==> src/rtl/core/assert_macros.svh <==
// Assertion macros shared by the CSV field splitter RTL.
// Depends on nothing; included by files that carry concurrent assertions.
`ifndef ASSERT_MACROS_SVH
`define ASSERT_MACROS_SVH

// The consequent must hold in the same cycle as the antecedent.
`define ASSERT_IMPLY(label, clk, rst_n, ante, cons) \
    label: assert property (@(posedge clk) disable iff (!rst_n) (ante) |-> (cons)) \
        else $error("assertion failed: same-cycle implication");

// The consequent must hold in the cycle after the antecedent.
`define ASSERT_NEXT(label, clk, rst_n, ante, cons) \
    label: assert property (@(posedge clk) disable iff (!rst_n) (ante) |=> (cons)) \
        else $error("assertion failed: next-cycle implication");

`endif

==> src/rtl/core/csvfs_pkg.sv <==
// Shared types and constants for the CSV field splitter.
// Depends on nothing; used by every module of the block.
`default_nettype none

package csvfs_pkg;

    localparam int BYTE_W  = 8;
    localparam int FIELD_W = 16;
    localparam int CFG_IDX_W = 2;

    localparam logic [BYTE_W-1:0] CH_QUOTE = 8'h22;
    localparam logic [BYTE_W-1:0] CH_CR    = 8'h0D;
    localparam logic [BYTE_W-1:0] CH_LF    = 8'h0A;

    localparam logic [BYTE_W-1:0] SEP_RESET = 8'd44;

    localparam logic [CFG_IDX_W-1:0] REG_SEP_FIRST  = 2'd0;
    localparam logic [CFG_IDX_W-1:0] REG_SEP_SECOND = 2'd1;

    typedef enum logic [2:0] {
        MODE_LINE_START  = 3'd0,
        MODE_FIELD_START = 3'd1,
        MODE_PLAIN       = 3'd2,
        MODE_QUOTED      = 3'd3,
        MODE_QUOTE_SEEN  = 3'd4,
        MODE_RAW         = 3'd5
    } mode_t;

    typedef struct packed {
        logic [BYTE_W-1:0] in_byte;
        logic              end_of_input;
    } item_t;

    typedef struct packed {
        logic               has_byte;
        logic [BYTE_W-1:0]  out_byte;
        logic [FIELD_W-1:0] field_index;
        logic               field_done;
        logic               line_done;
        logic               empty_line;
    } result_t;

endpackage

`default_nettype wire

==> src/rtl/core/csvfs_in_stage.sv <==
// Input register of the CSV field splitter: holds one accepted transaction.
// Depends on csvfs_pkg.
`default_nettype none

module csvfs_in_stage (
    input  wire logic            clk,
    input  wire logic            rst_n,
    input  wire logic            in_valid,
    output logic                 in_ready,
    input  wire csvfs_pkg::item_t item,
    input  wire logic            step_go,
    output logic                 item_vld,
    output csvfs_pkg::item_t     item_held
);

    logic             vld_reg;
    logic             vld_next;
    csvfs_pkg::item_t item_reg;

    // The slot frees up in the same cycle that its item is consumed.
    assign in_ready = !vld_reg || step_go;

    always_comb
    begin
        vld_next = vld_reg;
        if (in_valid && in_ready)
        begin
            vld_next = 1'b1;
        end
        else if (step_go)
        begin
            vld_next = 1'b0;
        end
    end

    always_ff @(posedge clk or negedge rst_n)
    begin
        if (!rst_n)
        begin
            vld_reg <= 1'b0;
        end
        else
        begin
            vld_reg <= vld_next;
        end
    end

    always_ff @(posedge clk)
    begin
        if (in_valid && in_ready)
        begin
            item_reg <= item;
        end
    end

    assign item_vld  = vld_reg;
    assign item_held = item_reg;

endmodule

`default_nettype wire

==> src/rtl/core/csvfs_core.sv <==
// Parser state, separator registers and the one-byte step logic.
// Depends on csvfs_pkg.
`default_nettype none

module csvfs_core (
    input  wire logic                                clk,
    input  wire logic                                rst_n,
    input  wire logic                                cfg_write,
    input  wire logic [csvfs_pkg::CFG_IDX_W-1:0]     cfg_index,
    input  wire logic [csvfs_pkg::BYTE_W-1:0]        cfg_data,
    input  wire logic                                step_go,
    input  wire csvfs_pkg::item_t                    item,
    output logic                                     res_valid,
    output csvfs_pkg::result_t                       res
);

    logic [csvfs_pkg::BYTE_W-1:0]  sep_first_reg;
    logic [csvfs_pkg::BYTE_W-1:0]  sep_second_reg;
    csvfs_pkg::mode_t              mode_reg;
    csvfs_pkg::mode_t              mode_next;
    logic [csvfs_pkg::FIELD_W-1:0] field_reg;
    logic [csvfs_pkg::FIELD_W-1:0] field_next;
    logic                          cr_reg;
    logic                          cr_next;

    logic b_is_sep;
    logic b_is_quote;
    logic b_is_eol;
    logic at_line_start;
    logic [csvfs_pkg::FIELD_W-1:0] field_inc;

    assign b_is_sep   = (item.in_byte == sep_first_reg) || (item.in_byte == sep_second_reg);
    assign b_is_quote = (item.in_byte == csvfs_pkg::CH_QUOTE);
    assign b_is_eol   = (item.in_byte == csvfs_pkg::CH_CR) || (item.in_byte == csvfs_pkg::CH_LF);
    // Unused mode codes behave as line start.
    assign at_line_start = (mode_reg == csvfs_pkg::MODE_LINE_START) ||
                           (mode_reg > csvfs_pkg::MODE_RAW);
    assign field_inc = (field_reg == '1) ? field_reg : field_reg + 1'b1;

    always_comb
    begin
        mode_next  = mode_reg;
        field_next = field_reg;
        cr_next    = 1'b0;
        res_valid  = 1'b0;
        res        = '0;

        if (item.end_of_input)
        begin
            mode_next  = csvfs_pkg::MODE_LINE_START;
            field_next = '0;
            if (!at_line_start)
            begin
                res_valid       = 1'b1;
                res.field_index = field_reg;
                res.field_done  = 1'b1;
                res.line_done   = 1'b1;
            end
        end
        else if (cr_reg && (item.in_byte == csvfs_pkg::CH_LF))
        begin
            // Second half of a CR LF pair: swallowed.
            res_valid = 1'b0;
        end
        else if (b_is_eol)
        begin
            cr_next    = (item.in_byte == csvfs_pkg::CH_CR);
            mode_next  = csvfs_pkg::MODE_LINE_START;
            field_next = '0;
            res_valid  = 1'b1;
            res.line_done = 1'b1;
            if (at_line_start)
            begin
                res.empty_line = 1'b1;
            end
            else
            begin
                res.field_index = field_reg;
                res.field_done  = 1'b1;
            end
        end
        else
        begin
            res_valid       = 1'b1;
            res.field_index = field_reg;
            unique case (mode_reg)
                csvfs_pkg::MODE_PLAIN, csvfs_pkg::MODE_RAW:
                begin
                    if (b_is_sep)
                    begin
                        res.field_done = 1'b1;
                        field_next     = field_inc;
                        mode_next      = csvfs_pkg::MODE_FIELD_START;
                    end
                    else
                    begin
                        res.has_byte = 1'b1;
                        res.out_byte = item.in_byte;
                    end
                end
                csvfs_pkg::MODE_QUOTED:
                begin
                    if (b_is_quote)
                    begin
                        res_valid = 1'b0;
                        mode_next = csvfs_pkg::MODE_QUOTE_SEEN;
                    end
                    else
                    begin
                        res.has_byte = 1'b1;
                        res.out_byte = item.in_byte;
                    end
                end
                csvfs_pkg::MODE_QUOTE_SEEN:
                begin
                    if (b_is_quote)
                    begin
                        res.has_byte = 1'b1;
                        res.out_byte = item.in_byte;
                        mode_next    = csvfs_pkg::MODE_QUOTED;
                    end
                    else if (b_is_sep)
                    begin
                        res.field_done = 1'b1;
                        field_next     = field_inc;
                        mode_next      = csvfs_pkg::MODE_FIELD_START;
                    end
                    else
                    begin
                        res.has_byte = 1'b1;
                        res.out_byte = item.in_byte;
                        mode_next    = csvfs_pkg::MODE_RAW;
                    end
                end
                default:
                begin
                    // Line start, field start and the unused codes.
                    if (b_is_quote)
                    begin
                        res_valid = 1'b0;
                        mode_next = csvfs_pkg::MODE_QUOTED;
                    end
                    else if (b_is_sep)
                    begin
                        res.field_done = 1'b1;
                        field_next     = field_inc;
                        mode_next      = csvfs_pkg::MODE_FIELD_START;
                    end
                    else
                    begin
                        res.has_byte = 1'b1;
                        res.out_byte = item.in_byte;
                        mode_next    = csvfs_pkg::MODE_PLAIN;
                    end
                end
            endcase
        end
    end

    always_ff @(posedge clk or negedge rst_n)
    begin
        if (!rst_n)
        begin
            mode_reg  <= csvfs_pkg::MODE_LINE_START;
            field_reg <= '0;
            cr_reg    <= 1'b0;
        end
        else if (step_go)
        begin
            mode_reg  <= mode_next;
            field_reg <= field_next;
            cr_reg    <= cr_next;
        end
    end

    always_ff @(posedge clk or negedge rst_n)
    begin
        if (!rst_n)
        begin
            sep_first_reg  <= csvfs_pkg::SEP_RESET;
            sep_second_reg <= csvfs_pkg::SEP_RESET;
        end
        else if (cfg_write)
        begin
            if (cfg_index == csvfs_pkg::REG_SEP_FIRST)
            begin
                sep_first_reg <= cfg_data;
            end
            else if (cfg_index == csvfs_pkg::REG_SEP_SECOND)
            begin
                sep_second_reg <= cfg_data;
            end
        end
    end

endmodule

`default_nettype wire

==> src/rtl/core/csvfs_out_stage.sv <==
// Result register of the CSV field splitter: holds one result transaction.
// Depends on csvfs_pkg.
`default_nettype none

module csvfs_out_stage (
    input  wire logic               clk,
    input  wire logic               rst_n,
    input  wire logic               step_go,
    input  wire logic               res_valid,
    input  wire csvfs_pkg::result_t res,
    output logic                    out_free,
    output logic                    out_valid,
    input  wire logic               out_ready,
    output csvfs_pkg::result_t      res_held
);

    logic               vld_reg;
    csvfs_pkg::result_t res_reg;

    assign out_free = !vld_reg || out_ready;

    always_ff @(posedge clk or negedge rst_n)
    begin
        if (!rst_n)
        begin
            vld_reg <= 1'b0;
        end
        else if (step_go)
        begin
            vld_reg <= res_valid;
        end
        else if (out_ready)
        begin
            vld_reg <= 1'b0;
        end
    end

    always_ff @(posedge clk)
    begin
        if (step_go && res_valid)
        begin
            res_reg <= res;
        end
    end

    assign out_valid = vld_reg;
    assign res_held  = res_reg;

endmodule

`default_nettype wire

==> src/rtl/core/csv_field_splitter.sv <==
// Top level of the CSV field splitter: input register, parser core, result register.
// Depends on csvfs_pkg, csvfs_in_stage, csvfs_core, csvfs_out_stage and assert_macros.svh.
`default_nettype none
`include "assert_macros.svh"

// The splitter takes a text stream one byte per input transaction and emits at
// most one result transaction per byte: a field data byte with its field index,
// a field end, a line end, or an empty-line marker. It sustains one byte per
// clock cycle while the result register is free or being drained. An accepted
// byte sits in the input register, the parser state is updated from it, and its
// result lands in the result register when the parser steps; the result reaches
// the outputs only from there. The input side keeps taking bytes while a result
// waits, as long as the result register is free or being drained in that cycle.
// A byte that yields no result (an opening quote, the LF of a CR LF pair, end of
// input at line start) still waits in the input register until the result
// register is free, because the parser only steps then.
// The separator registers are written through the configuration channel, which
// is always ready; write them only while no byte is in flight.
module csv_field_splitter (
    input  wire logic                                clk,
    input  wire logic                                rst_n,
    // Input transactions.
    input  wire logic                                in_valid,
    output logic                                     in_ready,
    input  wire logic [csvfs_pkg::BYTE_W-1:0]        in_byte,
    input  wire logic                                end_of_input,
    // Result transactions.
    output logic                                     out_valid,
    input  wire logic                                out_ready,
    output logic                                     has_byte,
    output logic [csvfs_pkg::BYTE_W-1:0]             out_byte,
    output logic [csvfs_pkg::FIELD_W-1:0]            field_index,
    output logic                                     field_done,
    output logic                                     line_done,
    output logic                                     empty_line,
    // Configuration writes.
    input  wire logic                                cfg_valid,
    output logic                                     cfg_ready,
    input  wire logic [csvfs_pkg::CFG_IDX_W-1:0]     cfg_index,
    input  wire logic [csvfs_pkg::BYTE_W-1:0]        cfg_data
);

    csvfs_pkg::item_t   item_in;
    csvfs_pkg::item_t   item_held;
    csvfs_pkg::result_t res;
    csvfs_pkg::result_t res_held;
    logic               item_vld;
    logic               res_valid;
    logic               out_free;
    logic               step_go;

    assign item_in.in_byte      = in_byte;
    assign item_in.end_of_input = end_of_input;

    // A held byte is processed whenever the result register can take its result.
    assign step_go   = item_vld && out_free;
    assign cfg_ready = 1'b1;

    csvfs_in_stage u_in_stage (
        .clk       (clk),
        .rst_n     (rst_n),
        .in_valid  (in_valid),
        .in_ready  (in_ready),
        .item      (item_in),
        .step_go   (step_go),
        .item_vld  (item_vld),
        .item_held (item_held)
    );

    csvfs_core u_core (
        .clk       (clk),
        .rst_n     (rst_n),
        .cfg_write (cfg_valid && cfg_ready),
        .cfg_index (cfg_index),
        .cfg_data  (cfg_data),
        .step_go   (step_go),
        .item      (item_held),
        .res_valid (res_valid),
        .res       (res)
    );

    csvfs_out_stage u_out_stage (
        .clk       (clk),
        .rst_n     (rst_n),
        .step_go   (step_go),
        .res_valid (res_valid),
        .res       (res),
        .out_free  (out_free),
        .out_valid (out_valid),
        .out_ready (out_ready),
        .res_held  (res_held)
    );

    assign has_byte    = res_held.has_byte;
    assign out_byte    = res_held.out_byte;
    assign field_index = res_held.field_index;
    assign field_done  = res_held.field_done;
    assign line_done   = res_held.line_done;
    assign empty_line  = res_held.empty_line;

    // The input side only stalls when a byte is held behind a blocked result.
    `ASSERT_IMPLY(a_stall_cause, clk, rst_n, !in_ready, item_vld && out_valid && !out_ready)
    // An accepted byte is held in the input register in the next cycle.
    `ASSERT_NEXT(a_accept_held, clk, rst_n, in_valid && in_ready, item_vld)
    // A data byte never carries a field or line end.
    `ASSERT_IMPLY(a_byte_excl, clk, rst_n, out_valid && has_byte, !field_done && !line_done)
    // An empty-line marker is a bare line end at field index zero.
    `ASSERT_IMPLY(a_empty_line, clk, rst_n, out_valid && empty_line,
                  line_done && !field_done && !has_byte && (field_index == '0))

endmodule

`default_nettype wire

==> config.mk <==
export PLATFORM = sky130hd
export DESIGN_NAME = csv_field_splitter
export DESIGN_NICKNAME = d
export VERILOG_FILES = /design/src/rtl/core/csvfs_pkg.sv /design/src/rtl/core/csvfs_in_stage.sv /design/src/rtl/core/csvfs_core.sv /design/src/rtl/core/csvfs_out_stage.sv /design/src/rtl/core/csv_field_splitter.sv
export VERILOG_INCLUDE_DIRS = /design/src /design/src/rtl/core
export SDC_FILE = /design/constraint.sdc
export NUM_CORES = 1
export LEC_CHECK = 0
export BUFFER_PORTS_ARGS = -buffer_cell sky130_fd_sc_hd__buf_2
export CAP_MARGIN = 20
export CORE_MARGIN = 8
export CORE_UTILIZATION = 55
export DETAILED_ROUTE_END_ITERATION = 10
export PLACE_DENSITY = 0.78
export SLEW_MARGIN = 20
export SYNTH_ARGS = -nofsm -noshare
export SYNTH_HDL_FRONTEND = slang
export SYNTH_HIERARCHICAL = 1
export SYNTH_SLANG_ARGS = --single-unit
==> constraint.sdc <==
create_clock -name clk -period 6 [get_ports clk]
set_clock_uncertainty 0.2 [all_clocks]
set_input_delay 1.8 -clock clk [delete_from_list [all_inputs] [get_ports clk]]
set_output_delay 1.8 -clock clk [all_outputs]
set_load 0.01 [all_outputs]
==> flow_metrics.py, run 1 <==
metrics = {
    "power": {
        "leakage_nw": 1.85,
        "p_total_mw": 1.71,
        "power.density_nw_per_um2": 396,
        "ir_worst_vdd_mv": 0.181,
    },
    "yosys": {
        "synth.distinct_cells": 62,
        "synth.net_count": 345,
        "synthAdderAreaFrac": 0.00331,
        "syn_avg_cell_area_sq_um": 11.8,
        "synth-compound-area-share": 0.127,
        "synth_warnings": 6,
        "muxShareOfSynthArea": 0.0506,
        "synth_edf_count": 37,
        "syn_area_sq_um": 3780,
        "ys_async_sr_fraction": 0.507,
        "synth-xor-area-share": 0.0371,
        "synth_cells": 320,
        "ys.flop_type": "edfxtp_1",
        "ys_ff_latch": 75,
        "yosysSeqAreaShare": 0.547,
        "yosys.area_share.simple": 0.212,
        "synth_top_family_by_area": "simple AND/OR/NAND/NOR gates",
    },
    "die": {
        "die_w_microns": 98.9,
        "rows": 30,
        "start_util": 0.563,
        "coreArea_sq_um": 6720,
        "die_y_microns": 98.9,
        "dieArea_sq_um": 9780,
        "io-pin-count": 55,
    },
    "placement": {
        "place.gp.congestion": 0.892,
        "numPortBuffers": 53,
        "place_hpwl_microns": 5340,
        "pre_cts_slack_ns": 1.34,
        "place_area_sq_um": 4090,
        "placedCellCount": 443,
    },
    "timing": {
        "finalCritPeriodShare": 0.778,
        "slew_violations": 0,
        "slew_headroom": 0.355,
        "tightest_slew_ns": 0.964,
        "finalHoldViolCount": 0,
        "fmax_mhz": 214,
        "finalSetupViolCount": 0,
        "fin_setup_tns_ns": 0,
        "rsz0062_at_grt": "false",
        "setup_slack_ns": 1.33,
        "fin_crit_ns": 4.67,
    },
    "grt": {
        "grt_pass1_wl_microns": 13100,
        "grt-ovfl-total": 0,
        "antenna_found_initial": 0,
        "grt_max_degree": 39,
        "grt.total_usage": 0.167,
        "grt_pass1_vias": 2696,
    },
    "cells_and_area": {
        "final_area_sq_um": 4330,
        "regArea_sq_um": 2070,
        "n_fill_cell": 527,
        "fin_cells": 459,
        "final_cell_mix": "buf_2, edfxtp_1, dfrtp_1, and2_1, nand2_1",
        "antennaDiodeCount": 0,
        "multi_input_area_sq_um": 1640,
        "largest_register_ffs": 28,
        "final_common_cell": "buf_2",
        "layout-drive-gt1-share": 0.285,
        "fin_nets": 399,
        "syn2layout_area_growth_pct": 14.5,
    },
    "drt": {
        "ant_nets": 0,
        "routed_via_density": 6.03,
        "drt_wl_total_microns": 7660,
        "drc": 0,
        "vias": 2767,
        "drtIter0Drc": 241,
        "first_pass_iters": 4,
        "wl_per_cell_microns": 16.7,
    },
    "cts": {
        "insertion_delay_ns": 0.35,
        "cts.repair.resized": 0,
        "postCtsSetupBuffers": 0,
        "hold_buffers": 0,
        "cts_root_buf": "clkbuf_8",
        "cts_buffer_depth": 2,
        "clock_sinks": 75,
        "clkSlewWorstSetupHoldPaths_ns": 0.08,
        "cts_made_buffers": 9,
        "htreeDepth": 3,
        "tritoncts": "built",
    },
    "critical_path": {
        "max_stage_delay_ns": 0.34,
        "cp_slowest_cell": "and2_1",
        "r2r_cells": 6,
        "path_buf_inv": 2,
        "path_cells": "buf_2, nand2b_4, and2_1, nand2b_4, buf_2",
        "cp.depth": 5,
        "endpoint_kind": "output port",
        "startpoint": "out_ready",
        "cp_max_fo": 7,
        "critPathKind": "in -> out",
        "cp_top_family": "simple AND/OR/NAND/NOR gates",
        "endpoint": "in_ready",
        "reg2reg_slack_ns": 3.26,
        "required_ns": 4.00,
        "reg2reg_to": "u_core/mode_reg[0]$_DFFE_PN0P_",
        "crit_path_start_kind": "input port",
        "r2r_start": "u_in_stage/item_held[5]$_DFFE_PP_",
        "arrival_ns": 2.67,
    },
    "run": {
        "drv_cap": 0,
    },
    "min_path": {
        "holdCritPathClass": "reg -> reg",
    },
    "outcome": {
        "status": "finished, final reports clean",
    },
}
==> cells by family (layout without fill, tap and decap cells) <==
logic type | after synthesis | count (layout)
AOI/OAI and AO/OA | 60 | 60
xor gates and xnor gates | 16 | 16
adders and majority gates | 1 | 1
buffers and inverters | 16 | 75
DFF | 75 | 75
muxes | 17 | 17
other | 1 | 1
and+or+nand+nor | 134 | 134
==> worst min-delay path by stage <==
stage | startpoint | end | depth (start not counted)
after global placement | u_core/sep_first_reg[7]$_DFFE_PN0P_ | u_core/sep_first_reg[7]$_DFFE_PN0P_ | 1
after global routing | u_core/sep_first_reg[1]$_DFFE_PN0P_ | u_core/sep_first_reg[1]$_DFFE_PN0P_ | 1
after floorplan | u_core/field_reg[11]$_DFFE_PN0P_ | u_core/field_reg[11]$_DFFE_PN0P_ | 2
after detailed placement | u_core/sep_first_reg[4]$_DFFE_PN0P_ | u_core/sep_first_reg[4]$_DFFE_PN0P_ | 1
final | u_core/sep_first_reg[6]$_DFFE_PN0P_ | u_core/sep_first_reg[6]$_DFFE_PN0P_ | 1
after CTS | u_core/sep_first_reg[4]$_DFFE_PN0P_ | u_core/sep_first_reg[4]$_DFFE_PN0P_ | 1
==> report_power, final <==
group          switching, mW  internal, mW
Sequential             0.101         0.710
Clock                  0.191         0.259
Combinational          0.264         0.189
Total                  0.556          1.16
==> synth_stat cells, drive strengths merged, types with 3 or more instances <==
cell type,n,share of area
a211o,7,0.016
a21o,5,0.012
a21oi,6,0.0079
a22oi,3,0.0060
a31oi,3,0.0050
and2,28,0.048
and3,7,0.013
buf,8,0.014
clkbuf,3,0.0030
dfrtp,32,0.21
dfstp,6,0.042
edfxtp,37,0.29
inv,5,0.0050
mux2,17,0.051
nand2,24,0.024
nand2b,4,0.011
nand3,13,0.022
nand4,9,0.015
nor2,19,0.019
nor2b,4,0.0066
nor3,6,0.011
nor4,3,0.0050
o211a,3,0.0079
o211ai,8,0.017
o21ai,8,0.012
o22ai,3,0.0066
or4,5,0.0099
xnor2,16,0.037
==> routing by layer <==
layer,wire (microns),up-vias,global-route usage
met3,482,7,0.0514
li1,-,1314,-
met5,0,-,0
met1,3540,1360,0.218
met4,87,0,0.0626
met2,3550,86,0.254
==> layout make-up <==
| class | instances | area share |
|---|---|---|
| repair buffers | 54 | 0.0624 |
| flip-flops and latches | 75 | 0.478 |
| multi-input cells | 229 | 0.378 |
| inverters | 5 | 0.00433 |
| clock buffers | 10 | 0.0344 |
| clock inverters | 6 | 0.0199 |
| well taps | 80 | 0.0231 |
==> per-stage QoR <==
step / hold slack, ns / util
floorplan: 0.291 / -
global placement: 0.313 / 0.608
detailed placement: 0.322 / 0.609
CTS: 0.341 / 0.644
global route: 0.352 / 0.645
finish: 0.336 / 0.645
No activity file was read; power rests on OpenSTA's default activity.
==> run 2: changes to the inputs <==
- CORE_UTILIZATION: 55 -> 51
- PLACE_DENSITY: 0.78 -> 0.76
- clock period: 6 -> 4.2 ns (I/O delays scaled with it)
==> run 2 against run 1 <==
Net effect: utilization is 3.9 points lower; register-to-register slack lost 1.8 ns; count of clock-buffer cells in the layout up 2; clock power up 36%; non-clock buffer count increased by 2; sequential power grew 43%; first-iteration DRC count shrank 39%.
==> flow_metrics.py, run 2 (synthesis gave the netlist of run 1 again) <==
metrics = {
    "grt": {
        "grt-ovfl-total": 0,
        "antenna_found_initial": 0,
        "grt.total_usage": 0.160,
        "grt_pass1_wl_microns": 13000,
        "grt_max_degree": 39,
        "grt_pass1_vias": 2737,
    },
    "min_path": {
        "whs_endpoint": "u_core/sep_first_reg[6]$_DFFE_PN0P_",
        "holdPathStages": 1,
        "holdCritPathClass": "reg -> reg",
        "min_from": "u_core/sep_first_reg[6]$_DFFE_PN0P_",
    },
    "timing": {
        "setup_slack_ns": 0.684,
        "finalCritPeriodShare": 0.837,
        "slew_violations": 0,
        "tightest_slew_ns": 0.947,
        "finalSetupViolCount": 0,
        "finalHoldViolCount": 0,
        "rsz0062_at_grt": "false",
        "fin_crit_ns": 3.52,
        "fmax_mhz": 284,
        "fin_setup_tns_ns": 0,
        "slew_headroom": 0.367,
    },
    "drt": {
        "dr_wl_met2_microns": 3680,
        "wl_per_cell_microns": 16.3,
        "drtIter0Drc": 148,
        "wl_met1_microns": 3470,
        "ant_nets": 0,
        "routed_via_density": 5.72,
        "wl_met3_microns": 493,
        "drt_wl_total_microns": 7830,
        "drc": 0,
        "highest_layer": "met4",
        "vias": 2744,
        "first_pass_iters": 4,
    },
    "die": {
        "start_util": 0.524,
        "rows": 31,
        "die_y_microns": 102,
        "io-pin-count": 55,
        "dieArea_sq_um": 10400,
        "coreArea_sq_um": 7210,
        "die_w_microns": 102,
    },
    "cells_and_area": {
        "antennaDiodeCount": 0,
        "layout-drive-gt1-share": 0.289,
        "largest_register_ffs": 28,
        "fin_nets": 401,
        "n_fill_cell": 611,
        "syn2layout_area_growth_pct": 15.5,
        "final_cell_mix": "buf_2, edfxtp_1, dfrtp_1, and2_1, nand2_1",
        "fin_util": 0.605,
        "final_common_cell": "buf_2",
    },
    "placement": {
        "pre_cts_slack_ns": 0.681,
        "numPortBuffers": 53,
        "place.gp.congestion": 0.896,
        "place_hpwl_microns": 5550,
    },
    "power": {
        "power.density_nw_per_um2": 556,
        "ir_worst_vdd_mv": 0.357,
        "leakage_nw": 1.86,
    },
    "cts": {
        "clock_sinks": 75,
        "postCtsSetupBuffers": 0,
        "cts_buffer_depth": 2,
        "cts.repair.resized": 0,
        "htreeDepth": 3,
        "hold_buffers": 0,
        "insertion_delay_ns": 0.35,
        "tritoncts": "built",
        "cts_root_buf": "clkbuf_8",
        "clkSlewWorstSetupHoldPaths_ns": 0.08,
        "cts_made_buffers": 9,
    },
    "critical_path": {
        "critPathKind": "in -> out",
        "reg2reg_to": "u_core/mode_reg[0]$_DFFE_PN0P_",
        "arrival_ns": 2.06,
        "r2r_cells": 6,
        "required_ns": 2.74,
        "reg2reg_slack_ns": 1.48,
        "cp_max_fo": 7,
        "r2r_start": "u_in_stage/item_held[5]$_DFFE_PP_",
        "endpoint_kind": "output port",
        "crit_path_start_kind": "input port",
    },
    "run": {
        "drv_cap": 0,
    },
    "outcome": {
        "status": "finished, final reports clean",
    },
}
run 2: how the worst max path moves through the flow:
stage | from | to | slack, ns | cells past startpoint
floorplan | out_ready | in_ready | 0.94 | 3
global placement | out_ready | in_ready | 0.69 | 6
detailed placement | out_ready | in_ready | 0.68 | 6
CTS | out_ready | in_ready | 0.68 | 6
global route | out_ready | in_ready | 0.65 | 6
finish | out_ready | in_ready | 0.68 | 6
run 2: layout make-up:
| cell class | count | area (sq um) | share of cell area |
|---|---|---|---|
| sequential | 75 | 2070 | 0.474 |
| multi-input combinational | 229 | 1640 | 0.375 |
| timing repair buffer | 56 | 288 | 0.0659 |
| clock buffer | 12 | 176 | 0.0404 |
| tap | 99 | 124 | 0.0284 |
| clock inverter | 4 | 55.1 | 0.0126 |
| inverter | 5 | 18.8 | 0.00430 |
run 2: per-stage QoR:
stage          std cells  area (sq um)  power [mW]  hold WS, ns
2_1_floorplan        320          3780        1.59        0.291
3_3_place_gp         464          4130        1.81        0.315
3_5_place_dp         464          4130        1.83        0.319
4_1_cts              480          4360        2.45        0.336
5_1_grt              480          4370        2.56        0.352
6_report             480          4370        2.43        0.335
run 2: routing by layer:
metal	track usage	up-vias
met5	0	-
met4	0.0869	0
met3	0.0354	15
met2	0.248	94
met1	0.203	1320
li1	-	1315
run 2: worst max-delay path: stages:
cell,delay (ns)
buf_2,0.09
nand2b_4,0.12
and2_1,0.13
buf_4,0.16
nand2b_4,0.15
buf_2,0.14
run 2: power breakdown:
group          switching [mW]  internal, mW  total (mW)  leakage, nW
sequential              0.145          1.01        1.16        0.844
combinational           0.381         0.278       0.658        0.901
clock                   0.266         0.345       0.610        0.114
total                   0.791          1.64        2.43         1.86
==> run 3: changes to the inputs <==
- ABC_AREA: default -> 1
- CORE_UTILIZATION: 51 -> 52
- PLACE_DENSITY: 0.76 -> 0.77
- clock period: 4.2 -> 2.8 ns (I/O delays scaled with it)
==> run 3 against run 2 <==
Net effect: utilization fell by 0.41 points; total power rose by 28%; clock power rose by 33%; hold slack got worse by 0.033 ns; wire length rose by 7.4%; non-clock buffer count rose by 1; count of clock-buffer cells in the layout fell by 3; cell area rose by 4.2%; flip-flop and latch count did not move; synthesized cell count rose by 47%; critical path depth rose by 2; largest cell class unchanged.
==> flow_metrics.py, run 3 <==
metrics = {
    "critical_path": {
        "reg2reg_slack_ns": 0.45,
        "endpoint_kind": "output port",
        "endpoint": "in_ready",
        "r2r_start": "u_in_stage/item_held[7]$_DFFE_PP_",
        "r2r_cells": 7,
        "critPathKind": "in -> out",
        "cp_slowest_cell": "inv_1",
        "arrival_ns": 1.47,
        "startpoint": "out_ready",
        "reg2reg_to": "u_out_stage/res_held[2]$_DFFE_PP_",
        "max_stage_delay_ns": 0.14,
        "crit_path_start_kind": "input port",
        "cp_max_fo": 5,
        "path_cells": "buf_2, inv_1, nand2_1, nand2_1, inv_1, inv_1, nand2_1, buf_2",
        "required_ns": 1.76,
    },
    "power": {
        "power.density_nw_per_um2": 680,
        "intPower_mw": 2.06,
        "power_frac_comb": 0.256,
        "leakage_nw": 1.98,
        "seqPwrFrac": 0.482,
        "swShare": 0.334,
        "ir_worst_vdd_mv": 0.416,
        "p_total_mw": 3.10,
        "net-switching-power_mw": 1.04,
        "clkPwrFrac": 0.262,
    },
    "cells_and_area": {
        "regArea_sq_um": 2070,
        "final_common_cell": "nand2_1",
        "fin_nets": 553,
        "antennaDiodeCount": 0,
        "multi_input_area_sq_um": 1620,
        "layout-drive-gt1-share": 0.231,
        "largest_register_ffs": 28,
        "fin_cells": 635,
        "syn2layout_area_growth_pct": 14.1,
        "n_fill_cell": 677,
        "final_cell_mix": "nand2_1, nor2_1, buf_2, inv_1, edfxtp_1",
    },
    "die": {
        "dieArea_sq_um": 10700,
        "coreArea_sq_um": 7570,
        "start_util": 0.527,
        "io-pin-count": 55,
        "die_w_microns": 104,
        "die_y_microns": 104,
        "rows": 32,
    },
    "cts": {
        "htreeDepth": 3,
        "tritoncts": "built",
        "cts.repair.resized": 0,
        "cts_made_buffers": 9,
        "insertion_delay_ns": 0.36,
        "postCtsSetupBuffers": 0,
        "cts_root_buf": "clkbuf_8",
        "cts_buffer_depth": 2,
        "hold_buffers": 0,
        "clock_sinks": 75,
        "clkSlewWorstSetupHoldPaths_ns": 0.07,
    },
    "grt": {
        "grt_max_degree": 39,
        "grt_pass1_vias": 3125,
        "grt.total_usage": 0.161,
        "grt_pass1_wl_microns": 14400,
        "antenna_found_initial": 0,
        "grt-ovfl-total": 0,
    },
    "drt": {
        "drc": 0,
        "drtIter0Drc": 241,
        "ant_nets": 0,
        "wl_per_cell_microns": 13.2,
        "routed_via_density": 5.08,
        "first_pass_iters": 6,
        "vias": 3227,
        "drt_wl_total_microns": 8410,
    },
    "yosys": {
        "ys.flop_type": "edfxtp_1",
        "synth_top_area_share": 0.279,
        "ys_ff_latch": 75,
        "synth_cells": 469,
        "synth_commonest_cells": "nand2_1, nor2_1, inv_1",
        "syn_area_sq_um": 3990,
        "ys_async_sr_fraction": 0.507,
        "yosysMostFrequentCell": "nand2_1",
        "synth.distinct_cells": 37,
        "synth_edf_count": 37,
        "syn_avg_cell_area_sq_um": 8.50,
        "yosysSeqAreaShare": 0.519,
        "synth.net_count": 494,
        "synth_top_cell_by_area": "edfxtp_1",
        "synth_warnings": 6,
        "synth.area.top_cells": "edfxtp_1, dfrtp_1, nand2_1",
    },
    "timing": {
        "finalSetupViolCount": 0,
        "finalCritPeriodShare": 0.897,
        "slew_violations": 0,
        "slew_headroom": 0.418,
        "fin_crit_ns": 2.51,
        "tightest_slew_ns": 0.874,
        "fmax_mhz": 398,
        "finalHoldViolCount": 0,
        "fin_setup_tns_ns": 0,
        "rsz0062_at_grt": "false",
    },
    "outcome": {
        "status": "finished, final reports clean",
    },
    "placement": {
        "place.gp.congestion": 0.882,
        "place_hpwl_microns": 6340,
        "placedCellCount": 619,
        "numPortBuffers": 53,
    },
    "min_path": {
        "holdCritPathClass": "reg -> reg",
    },
    "run": {
        "drv_cap": 0,
    },
}
-- run 3: cell count changes after synthesis, sizes merged, moves of 8 or more --
cell    before  now
nor2        19   71
nand3       13   32
mux2        17    0
o211ai       8    0
inv          5   61
and2        28    0
nand2       24  135
o21ai        8   38
-- run 3: worst min path at each step --
| stage | startpoint | to | slack, ns | depth (start not counted) |
|---|---|---|---|---|
| 3_3_place_gp | u_core/sep_second_reg[5]$_DFFE_PN1P_ | u_core/sep_second_reg[5]$_DFFE_PN1P_ | 0.29 | 2 |
| 6_report | u_core/sep_second_reg[3]$_DFFE_PN1P_ | u_core/sep_second_reg[3]$_DFFE_PN1P_ | 0.30 | 2 |
| 4_1_cts | u_core/sep_first_reg[5]$_DFFE_PN1P_ | u_core/sep_first_reg[5]$_DFFE_PN1P_ | 0.30 | 2 |
| 5_1_grt | u_core/sep_first_reg[2]$_DFFE_PN1P_ | u_core/sep_first_reg[2]$_DFFE_PN1P_ | 0.33 | 2 |
| 2_1_floorplan | u_core/sep_first_reg[6]$_DFFE_PN0P_ | u_core/sep_first_reg[6]$_DFFE_PN0P_ | 0.27 | 2 |
| 3_5_place_dp | u_core/sep_first_reg[5]$_DFFE_PN1P_ | u_core/sep_first_reg[5]$_DFFE_PN1P_ | 0.29 | 2 |
-- run 3: cells by family after synthesis --
group / synth area share
other: 0.000940
xor gates and xnor gates: 0.0307
buffers and inverters: 0.0743
adders and majority gates: 0.00314
DFF: 0.519
AOI/OAI and AO/OA: 0.0838
and+or+nand+nor: 0.288
-- run 3: power groups by stage --
stage | Clock [mW] | Sequential [mW] | Combinational [mW]
final | 0.812 | 1.49 | 0.793
after global routing | 0.873 | 1.51 | 0.890
after CTS | 0.838 | 1.49 | 0.802
after detailed placement | 0 | 1.52 | 0.801
after global placement | 0 | 1.51 | 0.777
after floorplan | 0 | 1.55 | 0.497
-- run 3: cell type report --
type	instances	share of cell area
Clock buffer	9	0.0272
Clock inverter	7	0.0148
Inverter	61	0.0509
Multi-Input combinational cell	324	0.357
Sequential cell	75	0.455
Tap cell	102	0.0280
Timing Repair Buffer	57	0.0676
-- run 3: routing by layer --
layer,global-route usage,vias up,share of wire
met5,0,-,0
met4,0.0735,0,0.017
met3,0.0458,13,0.062
met2,0.251,108,0.47
met1,0.204,1482,0.45
li1,-,1624,-
-- run 3: per-stage QoR --
stage / util / instance area (sq um) / hold WS [ns] / setup WS [ns]
floorplan: - / 3990 / 0.273 / 0.519
global placement: 0.576 / 4360 / 0.287 / 0.335
detailed placement: 0.576 / 4360 / 0.293 / 0.276
CTS: 0.601 / 4550 / 0.304 / 0.271
global route: 0.601 / 4550 / 0.333 / 0.179
finish: 0.601 / 4550 / 0.302 / 0.289
-- run 3: critical path, delay by kind of cell --
kind	cells	cell delay [ns]
and+or+nand+nor	3	0.16
buffers and inverters	5	0.48
